### config.mk
export PLATFORM = sky130hd
export DESIGN_NAME = jpeg_frame_size_parser_flat
export DESIGN_NICKNAME = d
export VERILOG_FILES = /design/src/sv/jfsp_pkg.sv /design/src/sv/jfsp_if.sv /design/src/sv/jfsp_parser.sv /design/src/sv/jfsp_result_reg.sv /design/src/sv/jpeg_frame_size_parser.sv /design/src/flat_wrapper.sv
export SDC_FILE = /design/constraint.sdc
export NUM_CORES = 1
export LEC_CHECK = 0
export ABC_CLOCK_PERIOD_IN_PS = 6740
export BUFFER_PORTS_ARGS = -buffer_cell sky130_fd_sc_hd__buf_2
export CORE_MARGIN = 5
export CORE_UTILIZATION = 49
export CTS_BUF_LIST = sky130_fd_sc_hd__clkbuf_4
export DETAILED_ROUTE_END_ITERATION = 6
export GPL_TIMING_DRIVEN = 0
export PLACE_DENSITY = 0.67
export SLEW_MARGIN = 20
export SYNTH_ARGS = -nofsm -noshare
export SYNTH_HDL_FRONTEND = slang
export SYNTH_SLANG_ARGS = --single-unit
### constraint.sdc
create_clock -name clk -period 6.74 [get_ports clk]
set_clock_uncertainty 0.2 [all_clocks]
set_input_delay 0.337 -clock clk [delete_from_list [all_inputs] [get_ports clk]]
set_output_delay 0.337 -clock clk [all_outputs]
set_load 0.005 [all_outputs]
### src/sv/jfsp_pkg.sv
package jfsp_pkg;

    // Bytes and marker codes that the parser recognizes.
    localparam logic [7:0] BYTE_FF   = 8'hFF;
    localparam logic [7:0] BYTE_SOI  = 8'hD8;
    localparam logic [7:0] BYTE_EOI  = 8'hD9;
    localparam logic [7:0] MARK_TEM  = 8'h00;
    localparam logic [7:0] MARK_ONE  = 8'h01;
    localparam logic [7:0] MARK_SOF0 = 8'hC0;
    localparam logic [7:0] MARK_SOF2 = 8'hC2;
    localparam logic [7:0] MARK_SOS  = 8'hDA;
    localparam logic [4:0] MARK_RST_PREFIX = 5'b11010;

    // Bytes between the SOF marker code and the height field.
    localparam logic [15:0] SOF_PAD_BYTES = 16'd3;
    localparam logic [15:0] LEN_FIELD_BYTES = 16'd2;

    // Result status codes.
    localparam logic [1:0] ST_OK        = 2'd0;
    localparam logic [1:0] ST_BAD_START = 2'd1;
    localparam logic [1:0] ST_BAD_END   = 2'd2;
    localparam logic [1:0] ST_NO_FRAME  = 2'd3;

    // Parser phases, one-hot.
    typedef enum logic [12:0] {
        PH_START0  = 13'b0000000000001,
        PH_START1  = 13'b0000000000010,
        PH_HUNT    = 13'b0000000000100,
        PH_MARKER  = 13'b0000000001000,
        PH_LEN_HI  = 13'b0000000010000,
        PH_LEN_LO  = 13'b0000000100000,
        PH_SKIP    = 13'b0000001000000,
        PH_SOF_PAD = 13'b0000010000000,
        PH_H_HI    = 13'b0000100000000,
        PH_H_LO    = 13'b0001000000000,
        PH_W_HI    = 13'b0010000000000,
        PH_W_LO    = 13'b0100000000000,
        PH_IDLE    = 13'b1000000000000
    } phase_t;

    // One parse result.
    typedef struct packed {
        logic [1:0]  status;
        logic [15:0] image_width;
        logic [15:0] image_height;
    } result_t;

endpackage

### src/sv/jfsp_if.sv
// Byte stream into the parser.
interface jfsp_in_if;
    logic       valid;
    logic       ready;
    logic [7:0] data_byte;
    logic       final_byte;

    modport source (output valid, output data_byte, output final_byte, input ready);
    modport sink   (input valid, input data_byte, input final_byte, output ready);
endinterface

// Per-file result out of the parser.
interface jfsp_out_if;
    logic        valid;
    logic        ready;
    logic [1:0]  status;
    logic [15:0] image_width;
    logic [15:0] image_height;

    modport source (output valid, output status, output image_width, output image_height,
                    input ready);
    modport sink   (input valid, input status, input image_width, input image_height,
                    output ready);
endinterface

### src/sv/jfsp_parser.sv
module jfsp_parser (
    input  logic             clk,
    input  logic             rst_n,
    input  logic             enable,
    input  logic [7:0]       data_byte,
    input  logic             final_byte,
    output jfsp_pkg::result_t result
);
    import jfsp_pkg::*;

    phase_t      phase_reg, phase_next;
    logic [15:0] skip_reg, skip_next;
    logic [7:0]  len_hi_reg, len_hi_next;
    logic        start_ok_reg, start_ok_next;
    logic        dims_reg, dims_next;
    logic        failed_reg, failed_next;
    logic [15:0] width_reg, width_next;
    logic [15:0] height_reg, height_next;
    logic [7:0]  prev_reg;
    logic [15:0] seg_len;
    logic [15:0] skip_dec;
    logic        is_standalone;
    logic        tail_ok;

    assign seg_len       = {len_hi_reg, data_byte};
    assign skip_dec      = skip_reg - 16'd1;
    assign is_standalone = (data_byte == MARK_TEM) || (data_byte == MARK_ONE) ||
                           (data_byte[7:3] == MARK_RST_PREFIX);
    assign tail_ok       = (prev_reg == BYTE_FF) && (data_byte == BYTE_EOI);

    // Phase update for one byte.
    always_comb
    begin
        phase_next    = phase_reg;
        skip_next     = skip_reg;
        len_hi_next   = len_hi_reg;
        start_ok_next = start_ok_reg;
        dims_next     = dims_reg;
        failed_next   = failed_reg;
        width_next    = width_reg;
        height_next   = height_reg;
        case (phase_reg)
            PH_START0:
            begin
                phase_next = (data_byte == BYTE_FF) ? PH_START1 : PH_IDLE;
            end
            PH_START1:
            begin
                if (data_byte == BYTE_SOI)
                begin
                    start_ok_next = 1'b1;
                    phase_next    = PH_HUNT;
                end
                else
                begin
                    phase_next = PH_IDLE;
                end
            end
            PH_HUNT:
            begin
                if (data_byte == BYTE_FF)
                begin
                    phase_next = PH_MARKER;
                end
            end
            PH_MARKER:
            begin
                if (data_byte == BYTE_FF)
                begin
                    phase_next = PH_MARKER;
                end
                else if (is_standalone)
                begin
                    phase_next = PH_HUNT;
                end
                else if ((data_byte == MARK_SOF0) || (data_byte == MARK_SOF2))
                begin
                    skip_next  = SOF_PAD_BYTES;
                    phase_next = PH_SOF_PAD;
                end
                else if (data_byte == MARK_SOS)
                begin
                    failed_next = 1'b1;
                    phase_next  = PH_IDLE;
                end
                else
                begin
                    phase_next = PH_LEN_HI;
                end
            end
            PH_LEN_HI:
            begin
                len_hi_next = data_byte;
                phase_next  = PH_LEN_LO;
            end
            PH_LEN_LO:
            begin
                if (seg_len < LEN_FIELD_BYTES)
                begin
                    failed_next = 1'b1;
                    phase_next  = PH_IDLE;
                end
                else
                begin
                    skip_next  = seg_len - LEN_FIELD_BYTES;
                    phase_next = (seg_len == LEN_FIELD_BYTES) ? PH_HUNT : PH_SKIP;
                end
            end
            PH_SKIP:
            begin
                skip_next = skip_dec;
                if (skip_dec == 16'd0)
                begin
                    phase_next = PH_HUNT;
                end
            end
            PH_SOF_PAD:
            begin
                skip_next = skip_dec;
                if (skip_dec == 16'd0)
                begin
                    phase_next = PH_H_HI;
                end
            end
            PH_H_HI:
            begin
                height_next = {data_byte, 8'h00};
                phase_next  = PH_H_LO;
            end
            PH_H_LO:
            begin
                height_next = {height_reg[15:8], data_byte};
                phase_next  = PH_W_HI;
            end
            PH_W_HI:
            begin
                width_next = {data_byte, 8'h00};
                phase_next = PH_W_LO;
            end
            PH_W_LO:
            begin
                width_next = {width_reg[15:8], data_byte};
                dims_next  = 1'b1;
                phase_next = PH_IDLE;
            end
            default:
            begin
                phase_next = PH_IDLE;
            end
        endcase
    end

    // Result for a final byte, formed from the state after this byte.
    always_comb
    begin
        if (!start_ok_next)
        begin
            result.status = ST_BAD_START;
        end
        else if (!tail_ok)
        begin
            result.status = ST_BAD_END;
        end
        else if (!dims_next || failed_next)
        begin
            result.status = ST_NO_FRAME;
        end
        else
        begin
            result.status = ST_OK;
        end
        result.image_width  = (result.status == ST_OK) ? width_next : 16'd0;
        result.image_height = (result.status == ST_OK) ? height_next : 16'd0;
    end

    // Parser state; a final byte returns everything to its reset values.
    always_ff @(posedge clk or negedge rst_n)
    begin
        if (!rst_n)
        begin
            phase_reg    <= PH_START0;
            skip_reg     <= 16'd0;
            len_hi_reg   <= 8'd0;
            start_ok_reg <= 1'b0;
            dims_reg     <= 1'b0;
            failed_reg   <= 1'b0;
            width_reg    <= 16'd0;
            height_reg   <= 16'd0;
            prev_reg     <= 8'd0;
        end
        else if (enable)
        begin
            if (final_byte)
            begin
                phase_reg    <= PH_START0;
                skip_reg     <= 16'd0;
                len_hi_reg   <= 8'd0;
                start_ok_reg <= 1'b0;
                dims_reg     <= 1'b0;
                failed_reg   <= 1'b0;
                width_reg    <= 16'd0;
                height_reg   <= 16'd0;
                prev_reg     <= 8'd0;
            end
            else
            begin
                phase_reg    <= phase_next;
                skip_reg     <= skip_next;
                len_hi_reg   <= len_hi_next;
                start_ok_reg <= start_ok_next;
                dims_reg     <= dims_next;
                failed_reg   <= failed_next;
                width_reg    <= width_next;
                height_reg   <= height_next;
                prev_reg     <= data_byte;
            end
        end
    end

endmodule

### src/sv/jfsp_result_reg.sv
module jfsp_result_reg (
    input  logic              clk,
    input  logic              rst_n,
    input  logic              load,
    input  jfsp_pkg::result_t din,
    output logic              can_load,
    jfsp_out_if.source        result
);
    import jfsp_pkg::*;

    logic    valid_reg, valid_next;
    result_t data_reg;

    // The slot is free when empty or when its request is taken this cycle.
    assign can_load   = !valid_reg || result.ready;
    assign valid_next = (valid_reg && !result.ready) || load;

    always_ff @(posedge clk or negedge rst_n)
    begin
        if (!rst_n)
        begin
            valid_reg <= 1'b0;
        end
        else
        begin
            valid_reg <= valid_next;
        end
    end

    // Payload has no reset.
    always_ff @(posedge clk)
    begin
        if (load)
        begin
            data_reg <= din;
        end
    end

    assign result.valid        = valid_reg;
    assign result.status       = data_reg.status;
    assign result.image_width  = data_reg.image_width;
    assign result.image_height = data_reg.image_height;

endmodule

### src/sv/jpeg_frame_size_parser.sv
// JPEG frame-size parser. The file enters one byte per request on the stream
// channel, with final_byte set on its last byte; one result request follows
// each file with a status (ok, bad start marker, bad end marker, no frame
// header) and, when the status is ok, the width and height from the SOF0 or
// SOF2 frame header. A byte is registered at the input and then parsed by
// the phase logic, so the block takes one byte every clock unless stalled as
// below, and a final byte's result is then held in the result register. The
// stream stalls only when a final byte is ready to be parsed while the
// single result register still holds an untaken result; the parser state
// returns to its reset values after each file.
module jpeg_frame_size_parser (
    input  logic        clk,
    input  logic        rst_n,
    jfsp_in_if.sink     stream,
    jfsp_out_if.source  result
);
    import jfsp_pkg::*;

    logic       in_valid_reg;
    logic [7:0] in_byte_reg;
    logic       in_final_reg;
    logic       advance;
    logic       can_load;
    logic       load;
    result_t    parse_result;

    // The registered byte moves on unless its result has nowhere to go.
    assign advance      = in_valid_reg && (!in_final_reg || can_load);
    assign load         = advance && in_final_reg;
    assign stream.ready = !in_valid_reg || advance;

    // Input register.
    always_ff @(posedge clk or negedge rst_n)
    begin
        if (!rst_n)
        begin
            in_valid_reg <= 1'b0;
        end
        else if (stream.ready)
        begin
            in_valid_reg <= stream.valid;
        end
    end

    always_ff @(posedge clk)
    begin
        if (stream.ready && stream.valid)
        begin
            in_byte_reg  <= stream.data_byte;
            in_final_reg <= stream.final_byte;
        end
    end

    jfsp_parser u_parser (
        .clk        (clk),
        .rst_n      (rst_n),
        .enable     (advance),
        .data_byte  (in_byte_reg),
        .final_byte (in_final_reg),
        .result     (parse_result)
    );

    jfsp_result_reg u_result (
        .clk      (clk),
        .rst_n    (rst_n),
        .load     (load),
        .din      (parse_result),
        .can_load (can_load),
        .result   (result)
    );

`ifndef NO_ASSERTIONS
    // A parsed final byte always produces a pending result.
    a_final_gives_result: assert property (@(posedge clk) disable iff (!rst_n)
        load |=> result.valid)
        else $error("final byte did not produce a result");

    // Only a final byte can hold the input register.
    a_stall_only_final: assert property (@(posedge clk) disable iff (!rst_n)
        (in_valid_reg && !advance) |-> (in_final_reg && result.valid && !result.ready))
        else $error("input stalled without a blocked result");

    // Dimensions are reported only with an ok status.
    a_dims_only_ok: assert property (@(posedge clk) disable iff (!rst_n)
        (result.valid && (result.status != ST_OK)) |->
        ((result.image_width == 16'd0) && (result.image_height == 16'd0)))
        else $error("nonzero dimensions with a failing status");
`endif

endmodule

### src/flat_wrapper.sv
// flat-port wrapper written by rule: the top's interface ports become plain ports
module jpeg_frame_size_parser_flat import jfsp_pkg::*;
  (clk, rst_n, stream_valid, stream_data_byte, stream_final_byte, stream_ready, result_valid, result_status, result_image_width, result_image_height, result_ready);
  jfsp_in_if stream_i ();
  jfsp_out_if result_i ();
  input  logic clk;
  input  logic rst_n;
  input wire logic [$bits(stream_i.valid)-1:0] stream_valid;
  input wire logic [$bits(stream_i.data_byte)-1:0] stream_data_byte;
  input wire logic [$bits(stream_i.final_byte)-1:0] stream_final_byte;
  output wire logic [$bits(stream_i.ready)-1:0] stream_ready;
  output wire logic [$bits(result_i.valid)-1:0] result_valid;
  output wire logic [$bits(result_i.status)-1:0] result_status;
  output wire logic [$bits(result_i.image_width)-1:0] result_image_width;
  output wire logic [$bits(result_i.image_height)-1:0] result_image_height;
  input wire logic [$bits(result_i.ready)-1:0] result_ready;
  assign stream_i.valid = stream_valid;
  assign stream_i.data_byte = stream_data_byte;
  assign stream_i.final_byte = stream_final_byte;
  assign stream_ready = stream_i.ready;
  assign result_valid = result_i.valid;
  assign result_status = result_i.status;
  assign result_image_width = result_i.image_width;
  assign result_image_height = result_i.image_height;
  assign result_i.ready = result_ready;
  jpeg_frame_size_parser u_core (.clk(clk), .rst_n(rst_n), .stream(stream_i), .result(result_i));
endmodule
Yosys cells after proc, flatten, opt, wreduce, memory -nomap -nowiden --
Cells that the tools add are included. W data, S select, Z words.
Storage, ports and cells: output and inout port bits 36, logic and storage cells 116, input port bits 13, bits in registers 125
Operators by class: equality and inequality tests 29, add/sub/neg operators 2, multiplexer cells 41, $lt $le $gt $ge 1, reduce and logical (&&, ||, !) cells 27
Operators with widths (number):
- $mux W13 | 11
- $pmux W13 S11 | 1
- $mux W16 | 7
- $pmux W16 S2 | 2
- $eq A8 B8 Y1 const B | 7
- $pmux W16 S3 | 1
- $mux W8 | 3
- $ne A3 B2 Y1 const B | 7
- $eq A16 B2 Y1 const B | 1
- $logic_not A16 Y1 | 1
- $lt A16 B2 Y1 const B | 1
- $sub A16 B1 Y16 const B | 1
- $sub A16 B2 Y16 const B | 1
- $eq A13 B1 Y1 const B | 1
- $eq A13 B10 Y1 const B | 1
- $eq A13 B11 Y1 const B | 1
- $eq A13 B12 Y1 const B | 1
- $eq A13 B2 Y1 const B | 1
- $eq A13 B3 Y1 const B | 1
- $eq A13 B4 Y1 const B | 1
- $eq A13 B5 Y1 const B | 1
- $eq A13 B6 Y1 const B | 1
- $eq A13 B7 Y1 const B | 1
- $eq A13 B8 Y1 const B | 1
- other kinds (18) | 45

Longest topological paths before layout --
Gate-level depths: netlist (run 1).
word-level depth 11, depth in mapped cells 10, mapped depth without buffers 8

Modules after synthesis --
From an unflattened synthesis (run 1), not the netlist that was laid out.
Second synthesis, totals: cell total of the unflattened synthesis 659, area, all modules 6780.3 µm²
Modules (own cells, without submodules):
- jfsp_parser | sequential area each 2003.2 µm², times used 1, cells each 606, area an instance 5362.6 µm²
- jfsp_result_reg | sequential area each 1046.0 µm², times used 1, cells each 37, area an instance 1068.5 µm²
- jpeg_frame_size_parser | sequential area each 295.3 µm², times used 1, cells each 16, area an instance 349.1 µm²

Worst setup path before layout (run 1) --
OpenSTA, ideal clock, no wires.
path kind register to register, start point reg u_core.u_parser.skip_reg[0], end point reg u_core.u_parser.phase_reg[8], required time 6415 ps, arrival 2653 ps, period minus slack after synthesis 2977 ps, path buffers 1, cell stages (with the launch flop) 10, setup slack 3763 ps, library setup time 125 ps, cells stage by stage dfrtp_1 inv_1 ha_1 or3b_1 or4_1 o311ai_0 o2111ai_1 a21oi_2 buf_4 mux2_2
On the way: cells in the longest elaborated chain, start to end 4, elaborated cells on any way between the ends 5, those cells by class 1 x add/sub; 2 x eq/ne; 2 x reduce/logical
RTL lines:
- start: declaration | line jfsp_parser.sv:12 | logic [15:0] skip_reg, skip_next;
- start signal: assignment | line jfsp_parser.sv:208 | skip_reg <= skip_next;
- $sub A16 B1 Y16 (*) | line jfsp_parser.sv:26 | assign skip_dec = skip_reg - 16'd1;
- $logic_not A16 Y1 (*) | line jfsp_parser.sv:112, jfsp_parser.sv:120
- $ne A3 B2 Y1 (no line)
- $reduce_and A4 Y1 (no line) (*)
- end signal: assignment | line jfsp_parser.sv:207 | phase_reg <= phase_next;
- end: declaration | line jfsp_parser.sv:11 | phase_t phase_reg, phase_next;
Every way passes the cells marked *; elsewhere a longest branch is shown, timed or not. A chain may end at the register's enable or synchronous reset.

Worst setup path after layout (run 1) --
start point reg u_core.u_parser.skip_reg[0], end point reg u_core.u_parser.phase_reg[9]
Same word-level chain as after synthesis.

==> run metrics, run 1 <==
outcome=complete, no violations; first-pass GRT wire length=approximately 30000 µm; sequential area share after synthesis=around 51%; Initial DRC Count=around 560; top_reg_cell synth=dfrtp_1; Pleak=slightly above 3 nW; routed wire length=18400 µm; Reg2Reg Setup Slack=roughly 3.1 ns; cell taking the most area after synthesis=dfrtp_1; Area growth syn-to-layout=14.8%; total chip power=1.57 mW; hold_ws=between 0.2 and 0.3 ns; PD cells=around 210 nW/µm²; Final Wtd Congestion=0.919; Yosys top cell area share=around 31%; Seq cells post-synth=125; HP Class=flop to flop; die area=approximately 16000 µm²; EDFF count, synth=43; Critical Path AT=about 3.9 ns; Port Buffers=48; CP Capture Type=flop; Setup crit start kind=flop; Fill cells=1220; number of buffers added for setup after CTS=0; share of cells above drive strength 1=between 15 and 20%; Final Hold Vio Count=0; vias post-DR=5734; Routed Antenna Nets=0; CTS tree=done; I/O pin count=49; hold_buf cts=15; FP Rows=42; CP Class=flop to flop; final worst-path cycle share=roughly 54%; Die Y=~130 µm; CP Cell Sequence=inv_1 > ha_1 > or3b_1 > or4_1 > o311ai_0 > o2111ai_1 > a21oi_2 > buf_4 > mux2_2; root buffer cell=clkbuf_4; Post-CTS Resized=0; slew of the pin with the lowest slew margin=approximately 1.2 ns; H-tree depth=4; WL/cell=19.4 µm; total of max-cap violations=0; WP data required=between 6 and 7 ns; Nets=between 700 and 800; placeable core area=about 13000 µm²; clock sink count=roughly 130; Crit-path slowest cell=dfrtp_1; DRC errors left=0; Reg clk slew, reported paths=between 0.1 and 0.15 ns; starting density of the core=roughly half; initial antenna violation count=0; critical path peak fanout=10; drt via density=6.05; Peak VDD IR=~0.21 mV; Antenna Diode Count=0; max-slew violation count=0; CTS Buffer Depth=2; gr ovfl total=0; Mapped Cells=675; Worst path max stage delay=~0.51 ns; synth top area cells=dfrtp_1 31%, edfxtp_1 20%, nand2_1 5.8%; synthesized net count=between 600 and 700; count of cell types in the netlist=between 60 and 70; setup TNS=0 ns; Tmin final=roughly 3.6 ns; Worst slew margin=between 20% and 30%; detailed placement HPWL=approximately 13000 µm; unrepaired setup endpoints after global routing=false; largest net degree at the start of global routing=59; Clock Latency Late Sink=0.56 ns; vias in the first global route=5486; syn_area_per_cell=between 9 and 10 µm²; Synth Cell Area=~6500 µm²; Max Freq=approximately 280 MHz; Die X=126 µm; Total Routing Usage GR=about a quarter; Setup violations, final=0; DRT Pass-1 Iters=5; warnings from Yosys=0; cts bufs inserted=17; Post-synth ARST share=65.6%
synthesized netlist by cell type, drive strengths merged (7+ instances only):
cell      n
nand2   101
dfrtp    81
o21ai    65
nor2     54
edfxtp   43
a21oi    34
clkbuf   30
a22o     22
inv      21
nor3     20
nor4     16
a22oi    15
or4      15
a21boi   10
buf      10
nand3     9
nand4     9
or2       8
xnor2     8
xor2      7
area by class of cell:
cell class | count | area [µm²] | area share [%]
Multi-Input combinational cell | 489 | 2920 | 38.9
Buffer | 40 | 203 | 2.70
Timing Repair Buffer | 65 | 428 | 5.70
Tap cell | 176 | 220 | 2.93
Inverter | 21 | 78.8 | 1.05
Clock inverter | 14 | 174 | 2.32
Sequential cell | 125 | 3340 | 44.6
Clock buffer | 18 | 135 | 1.80
per-stage QoR:
step / cell area, µm² / std cells / setup WS, ns / utilization [%]
detailed placement: 7050 / 901 / 3.20 / 53.6
global placement: 7000 / 899 / 3.23 / 53.3
floorplan: 6540 / 675 / 3.76 / -
global route: 7510 / 948 / 2.96 / 57.1
finish: 7510 / 948 / 3.11 / 57.1
CTS: 7510 / 948 / 3.15 / 57.1
cells by family (layout without fill, tap and decap cells):
kind of cell             after synthesis  in the layout  share of synthesized area, %
AND/OR/NAND/NOR                      273            273                          21.2
XOR/XNOR                              15             15                          2.01
flip-flops                           125            125                          51.2
adder cells (fa/ha/maj)                3              3                         0.574
multiplexers                           9              9                          1.47
buffers and inverters                 61            158                          4.31
AO/OA/AOI/OAI                        189            189                          19.3
final timing paths:
path,startpoint,to,depth (start not counted)
min in group asynchronous,rst_n,u_core.u_parser.skip_reg[15],3
worst max register to register,u_core.u_parser.skip_reg[0],u_core.u_parser.phase_reg[9],9
worst min-delay path,u_core.u_parser.height_reg[2],u_core.u_parser.height_reg[2],2
max in group asynchronous,rst_n,u_core.u_parser.skip_reg[1],4
worst min register to register,u_core.u_parser.height_reg[2],u_core.u_parser.height_reg[2],2
worst max-delay path,u_core.u_parser.skip_reg[0],u_core.u_parser.phase_reg[9],9
routing by layer:
metal | global-route usage [%] | wire length, µm | share of wire [%]
met4 | 8.23 | 409 | 2.2
met1 | 33.5 | 8120 | 44
met2 | 36.4 | 8520 | 46
met5 | 0 | 0 | 0
met3 | 5.50 | 1330 | 7.2
power by group:
| part | internal [mW] | switching [mW] |
|---|---|---|
| Sequential | 0.815 | 0.0175 |
| Combinational | 0.0552 | 0.111 |
| Clock | 0.292 | 0.283 |
worst max-delay path, delay by kind of cell (launching register included):
family	cells	cell delay [ns]
compound gates	3	0.83
fa+ha+maj	1	0.27
buf+inv	2	0.38
flops	1	0.51
mux	1	0.35
simple gates	2	0.97
layout by cell type (no fill, tap or decap), drive strengths merged, types with 4 or more instances in the layout:
master / instances
inv: 22
or4b: 5
buf: 60
nor2: 54
a22oi: 15
nand2b: 5
edfxtp: 43
and3: 5
nor4: 16
dlygate4sd3: 15
xor2: 7
nor3: 20
or4: 15
or2: 8
mux2: 5
bufinv: 4
dfrtp: 81
a31oi: 5
or3: 6
nand4: 9
o21ai: 65
clkbuf: 48
clkinv: 6
a22o: 22
nand3: 9
a21oi: 34
a21boi: 10
mux2i: 4
xnor2: 8
nand2: 101
o22ai: 4
a32oi: 6
No activity file was read; power rests on OpenSTA's default activity.
==> inputs of run 2 (changes only) <==
--- a/config.mk
+++ b/config.mk
@@ -5,14 +5,14 @@
 export SDC_FILE = /design/constraint.sdc
 export NUM_CORES = 1
 export LEC_CHECK = 0
-export ABC_CLOCK_PERIOD_IN_PS = 6740
+export ABC_CLOCK_PERIOD_IN_PS = 3100
 export BUFFER_PORTS_ARGS = -buffer_cell sky130_fd_sc_hd__buf_2
 export CORE_MARGIN = 5
 export CORE_UTILIZATION = 49
 export CTS_BUF_LIST = sky130_fd_sc_hd__clkbuf_4
 export DETAILED_ROUTE_END_ITERATION = 6
 export GPL_TIMING_DRIVEN = 0
-export PLACE_DENSITY = 0.67
+export PLACE_DENSITY = 0.7
 export SLEW_MARGIN = 20
 export SYNTH_ARGS = -nofsm -noshare
 export SYNTH_HDL_FRONTEND = slang
==> constraint.sdc (replaced) <==
create_clock -name clk -period 3.1 [get_ports clk]
set_clock_uncertainty 0.2 [all_clocks]
set_input_delay 0.155 -clock clk [delete_from_list [all_inputs] [get_ports clk]]
set_output_delay 0.155 -clock clk [all_outputs]
set_load 0.005 [all_outputs]
==> run 2 against run 1 <==
Against the previous run:
- the run now ends with negative setup slack left
- flip-flop and latch count did not move
- maximum frequency increased by 16%
- non-clock buffer count is 12 higher
- first-iteration DRC count is 5.4% higher
- cell count increased by 1.3%
- worst setup slack got worse by 3.1 ns
- die area unchanged
- critical endpoint is now u_core.u_result.result.image_width[14]
- largest cell class unchanged
==> run metrics, run 2 (synthesized netlist as in run 1, its figures left out) <==
Initial DRC Count=around 590; Crit-path slowest cell=or4_4; vias post-DR=around 5800; Clock Latency Late Sink=0.56 ns; Setup crit start kind=flop; initial antenna violation count=0; WP data required=around 3.2 ns; setup TNS=-0.0583 ns; Total Routing Usage GR=~23%; Placed Area=roughly 7000 µm²; Antenna Diode Count=0; Final Wtd Congestion=0.916; gr ovfl total=0; WL/cell=about 19 µm; Peak VDD IR=0.406 mV; critical path peak fanout=10; placeable core area=roughly 13000 µm²; max-slew violation count=0; drt via density=between 6 and 7; Die X=about 130 µm; clock sink count=125; Routed Antenna Nets=0; final worst-path cycle share=101%; vias in the first global route=between 5000 and 6000; Critical Path AT=between 3 and 4 ns; CTS Buffer Depth=2; detailed placement HPWL=around 12000 µm; FP Rows=42; final instance area=approximately 7700 µm²; most used cell, CP=or4_4; Port Buffers=48; die area=15800 µm²; unrepaired setup endpoints after global routing=true; H-tree depth=4; Nets=787; most common cell after layout, fill and taps aside=nand2_1; Setup violations, final=7; CP Capture Type=flop; root buffer cell=clkbuf_4; cts bufs inserted=17; Worst slew margin=38.8%; Tmin final=between 3 and 4 ns; critical path's top delay family=simple AND/OR/NAND/NOR gates; Die Y=~130 µm; first-pass GRT wire length=28900 µm; routed wire length=18100 µm; slew of the pin with the lowest slew margin=about 0.91 ns; Buf/Inv on CP=2; Area growth syn-to-layout=18.3%; I/O pin count=49; HP Class=input port to flop; DRT Pass-1 Iters=6; CP Class=flop to flop; share of cells above drive strength 1=between 20% and 30%; PD cells=between 400 and 500 nW/µm²; CP Cell Sequence=or4_4 > or4_4 > or4_4 > o2bb2ai_4 > or4b_1 > buf_6 > buf_8 > a21oi_1; CTS tree=done; largest net degree at the start of global routing=50; Worst Slack Setup Final=-0.0246 ns; Pleak=around 3.1 nW; Reg clk slew, reported paths=between 0.1 and 0.15 ns; DRC errors left=0; total of max-cap violations=0; failing checks=negative setup slack; Max Freq=320 MHz; outcome=finished with violations; most frequent cells in the layout=101 x nand2_1, 77 x dfrtp_1, 63 x o21ai_0; Final Hold Vio Count=0; starting density of the core=about 50%; Worst path max stage delay=between 0.5 and 0.6 ns
==> run 2: area by class of cell <==
class                           count  area, µm²
Fill cell                        1132       5400
Clock inverter                     11        121
Timing Repair Buffer               81        562
Tap cell                          176        220
Clock buffer                       21        158
Sequential cell                   125       3350
Multi-Input combinational cell    489       3040
Inverter                           21       78.8
Buffer                             36        203
==> run 2: layer usage <==
metal,track usage [%],vias up,wire (µm)
li1,-,2689,-
met2,34.8,266,8330
met4,9.06,0,466
met5,0,-,0
met3,5.20,36,1550
met1,32.0,2815,7770
==> run 2: worst reg2reg max path, stage by stage (launching register included) <==
cell and delay [ns]:
dfrtp_1 0.41, or4_4 0.56, or4_4 0.48, or4_4 0.58
o2bb2ai_4 0.16, or4b_1 0.15, buf_6 0.15, buf_8 0.15
a21oi_1 0.06
==> run 2: timing repair <==
| action | in CTS | in global routing |
|---|---|---|
| gates cloned | 0 | 1 |
| hold endpoints to repair | 101 | 0 |
| gates resized for setup | 7 | 32 |
| hold buffers | 15 | 0 |
| endpoints found under the setup margin | 53 | 55 |
| buffers inserted | 10 | 6 |
| pin swaps | 4 | 6 |
==> run 2: stage by stage <==
| step | setup slack [ns] | cells | power, mW | hold WS, ns | utilization, % |
|---|---|---|---|---|---|
| after CTS | 0.00320 | 954 | 3.32 | 0.0680 | 57.5 |
| after detailed placement | -0.330 | 900 | 2.18 | 0.0245 | 53.5 |
| after floorplan | 0.123 | 675 | 2.04 | -0.341 | - |
| after global placement | -0.307 | 899 | 2.17 | 0.132 | 53.3 |
| after global routing | -0.0611 | 960 | 3.46 | 0.0708 | 58.9 |
| final | -0.0246 | 960 | 3.33 | 0.102 | 58.9 |
==> run 2: worst paths after layout <==
path	from	endpoint	slack (ns)	cells after the start
hold reg to reg	u_core.u_parser.height_reg[0]	u_core.u_parser.height_reg[0]	0.29	2
max in group asynchronous	rst_n	u_core.u_parser.phase_reg[0]	1.98	4
setup / recovery	u_core.u_parser.len_hi_reg[2]	u_core.u_result.result.image_width[14]	-0.02	8
hold / removal	stream_data_byte[1]	u_core.in_byte_reg[1]	0.10	2
setup reg to reg	u_core.u_parser.len_hi_reg[2]	u_core.u_result.result.image_width[14]	-0.02	8
min in group asynchronous	rst_n	u_core.u_parser.skip_reg[14]	0.45	4
==> run 2: power breakdown <==
part           leakage (nW)  internal [mW]  switching (mW)
combinational          1.41          0.133           0.246
clock                 0.148          0.512           0.622
sequential             1.57           1.77          0.0421
==> inputs of run 3 (changes only) <==
--- a/config.mk
+++ b/config.mk
@@ -5,6 +5,7 @@
 export SDC_FILE = /design/constraint.sdc
 export NUM_CORES = 1
 export LEC_CHECK = 0
+export ABC_AREA = 1
 export ABC_CLOCK_PERIOD_IN_PS = 3100
 export BUFFER_PORTS_ARGS = -buffer_cell sky130_fd_sc_hd__buf_2
 export CORE_MARGIN = 5
==> run 3 against run 2 <==
Against the previous run:
- the flow now finishes without violations
- global-route usage about the same
- register-to-register slack better by 0.24 ns
- core utilization down 1.8 points
- synthesized cell count up 24%
- first-iteration DRC count up 4.6%
- design area up 1.6%
- synthesized area up 4.6%
- cell count up 16%
- count of clock-buffer cells in the layout down 4
- clock power up 24%
- die area up 4.3%
- sequential power about the same
- critical path type unchanged
- largest cell class unchanged
==> run metrics, run 3 <==
outcome=complete, no violations; Routed Antenna Nets=0; Setup crit start=u_core.in_final_reg; routed wire length=between 15000 and 20000 µm; Mapped Cells=around 830; max-slew violation count=0; Worst slew margin=just under 50%; most frequent cells in the layout=189 x nand2_1, 113 x inv_1, 81 x dfrtp_1; setup TNS=0 ns; Die Y=128 µm; H-tree depth=4; I/O pin count=49; unrepaired setup endpoints after global routing=false; WL/cell=16.0 µm; placeable core area=~14000 µm²; number of buffers added for setup after CTS=0; cell taking the most area after synthesis=dfrtp_1; critical path peak fanout=10; largest net degree at the start of global routing=50; final worst-path cycle share=92.9%; warnings from Yosys=0; vias post-DR=between 5000 and 6000; syn_area_per_cell=8.20 µm²; Reg clk slew, reported paths=~0.12 ns; Critical Path End=u_core.in_valid_reg; synthesized net count=850; CP Class=flop to flop; Tmin final=slightly below 3 ns; Synth Cell Area=approximately 7000 µm²; die area=roughly 16000 µm²; DRC errors left=0; gr ovfl total=0; total of max-cap violations=0; Fill cells=1277; slew of the pin with the lowest slew margin=~0.77 ns; top_reg_cell synth=dfrtp_1; Final Hold Vio Count=0; capture point of the worst reg-to-reg path=u_core.in_valid_reg; Clock Latency Late Sink=between 0.5 and 0.6 ns; starting density of the core=between 40 and 50%; HP Class=input port to flop; final instance area=~7900 µm²; detailed placement HPWL=12500 µm; Peak VDD IR=roughly 0.47 mV; most frequent cells after synthesis=189 x nand2_1, 113 x inv_1, 81 x dfrtp_1, 67 x nor2_1, 61 x nand3_1; Total Routing Usage GR=between 20% and 30%; share of cells above drive strength 1=about a fifth; Post-synth ARST share=between 60 and 70%; Final Wtd Congestion=a little over 0.9; Worst Reg-to-Reg Cells=6; DRT Pass-1 Iters=5; CTS tree=done; worst r2r src=u_core.in_final_reg; Initial DRC Count=between 600 and 700; count of cell types in the netlist=46; sequential area share after synthesis=48.9%; Critical Path AT=about 3.1 ns; CTS Buffer Depth=2; Placed Area=approximately 7300 µm²; synth top area cells=dfrtp_1 30%, edfxtp_1 19%, nand2_1 10%; initial antenna violation count=1; Setup violations, final=0; EDFF count, synth=43; Nets=~930; top-count cell post-synth=nand2_1; Die X=roughly 130 µm; WP data required=between 3 and 4 ns; FP Rows=43; Setup crit start kind=flop; vias in the first global route=around 5500; Reg2Reg Setup Slack=about 0.22 ns; Port Buffers=48; Area growth syn-to-layout=14.9%; most common cell after layout, fill and taps aside=nand2_1; first-pass GRT wire length=roughly 29000 µm; PD cells=473 nW/µm²; drt via density=5.31; cts bufs inserted=17; root buffer cell=clkbuf_4; CP Capture Type=flop; Pleak=approximately 3.5 nW; Seq cells post-synth=125; clock sink count=about 130; Yosys top cell area share=between 20% and 30%; Max Freq=between 300 and 400 MHz
-- run 3: cell types whose count changed in the layout (fill, tap and decap cells not counted), sizes merged, moves of 13 or more --
cell    before  now
clkbuf      47   30
a22o        22    0
a21oi       34   11
nor2        54  112
nand2      101  201
nand3        9   63
o22ai        4   43
nor4        16    3
inv         23  131
or4         15    0
a22oi       15    0
-- run 3: cell type report --
class | instances | area, µm² | share of cell area (%)
flip-flops and latches | 125 | 3340 | 42.6
multi-input cells | 555 | 2850 | 36.2
inverters | 122 | 458 | 5.83
repair buffers | 65 | 440 | 5.60
well taps | 180 | 225 | 2.87
clock inverters | 15 | 224 | 2.85
plain buffers | 32 | 191 | 2.44
clock buffers | 17 | 128 | 1.62
diodes | 1 | 2.50 | 0.0318
-- run 3: kinds of logic after synthesis --
family                   share of synthesized area (%)
AND/OR/NAND/NOR                                   28.5
buffers and inverters                             9.49
AO/OA/AOI/OAI                                     11.9
flip-flops                                        48.9
XOR/XNOR                                         0.640
adder cells (fa/ha/maj)                          0.549
-- run 3: metrics by stage --
| stage | instances | hold WS, ns | worst slack (ns) | power [mW] | utilization [%] |
|---|---|---|---|---|---|
| floorplan | 834 | -0.341 | 1.03 | 2.16 | - |
| global placement | 1062 | 0.132 | 0.360 | 2.32 | 53.0 |
| detailed placement | 1063 | -0.0485 | 0.344 | 2.32 | 53.3 |
| CTS | 1111 | 0.0578 | 0.274 | 3.73 | 57.0 |
| global route | 1112 | 0.0597 | 0.111 | 3.88 | 57.1 |
| finish | 1112 | 0.0986 | 0.219 | 3.72 | 57.1 |
-- run 3: repair_timing --
action | in CTS | in global routing
hold endpoints to repair | 102 | 0
hold buffers | 16 | 0
setup endpoints to repair | 0 | 0
gates resized for setup | 0 | 0
-- run 3: critical path: stages, from the launching register on --
cell	delay [ns]
edfxtp_1	0.47
buf_1	0.50
nand4_1	0.30
nand2_1	0.14
dlygate4sd3_1	0.55
nand2_1	0.05
dlygate4sd3_1	0.55
-- run 3: metal layers --
metal	up-vias	GRT usage (%)	part of all wire, %
met5	-	0	0
met1	2783	33.3	47
met2	181	34.8	45
met4	0	6.87	1.7
met3	24	4.58	5.9
li1	2918	-	-
-- run 3: worst min path at each step --
stage | slack, ns | to | depth (start not counted) | startpoint
detailed placement | -0.05 | u_core.u_parser.prev_reg[5] | 1 | rst_n
finish | 0.1 | u_core.in_byte_reg[2] | 2 | stream_data_byte[2]
global route | 0.06 | u_core.in_byte_reg[2] | 2 | stream_data_byte[2]
global placement | 0.13 | u_core.in_byte_reg[6] | 1 | stream_data_byte[6]
CTS | 0.06 | u_core.in_byte_reg[0] | 2 | stream_data_byte[0]
floorplan | -0.34 | u_core.in_valid_reg | 0 | rst_n
-- run 3: power by group --
group	internal [mW]	switching, mW	total [mW]
combinational	0.156	0.325	0.481
clock	0.673	0.727	1.40
sequential	1.78	0.0562	1.84
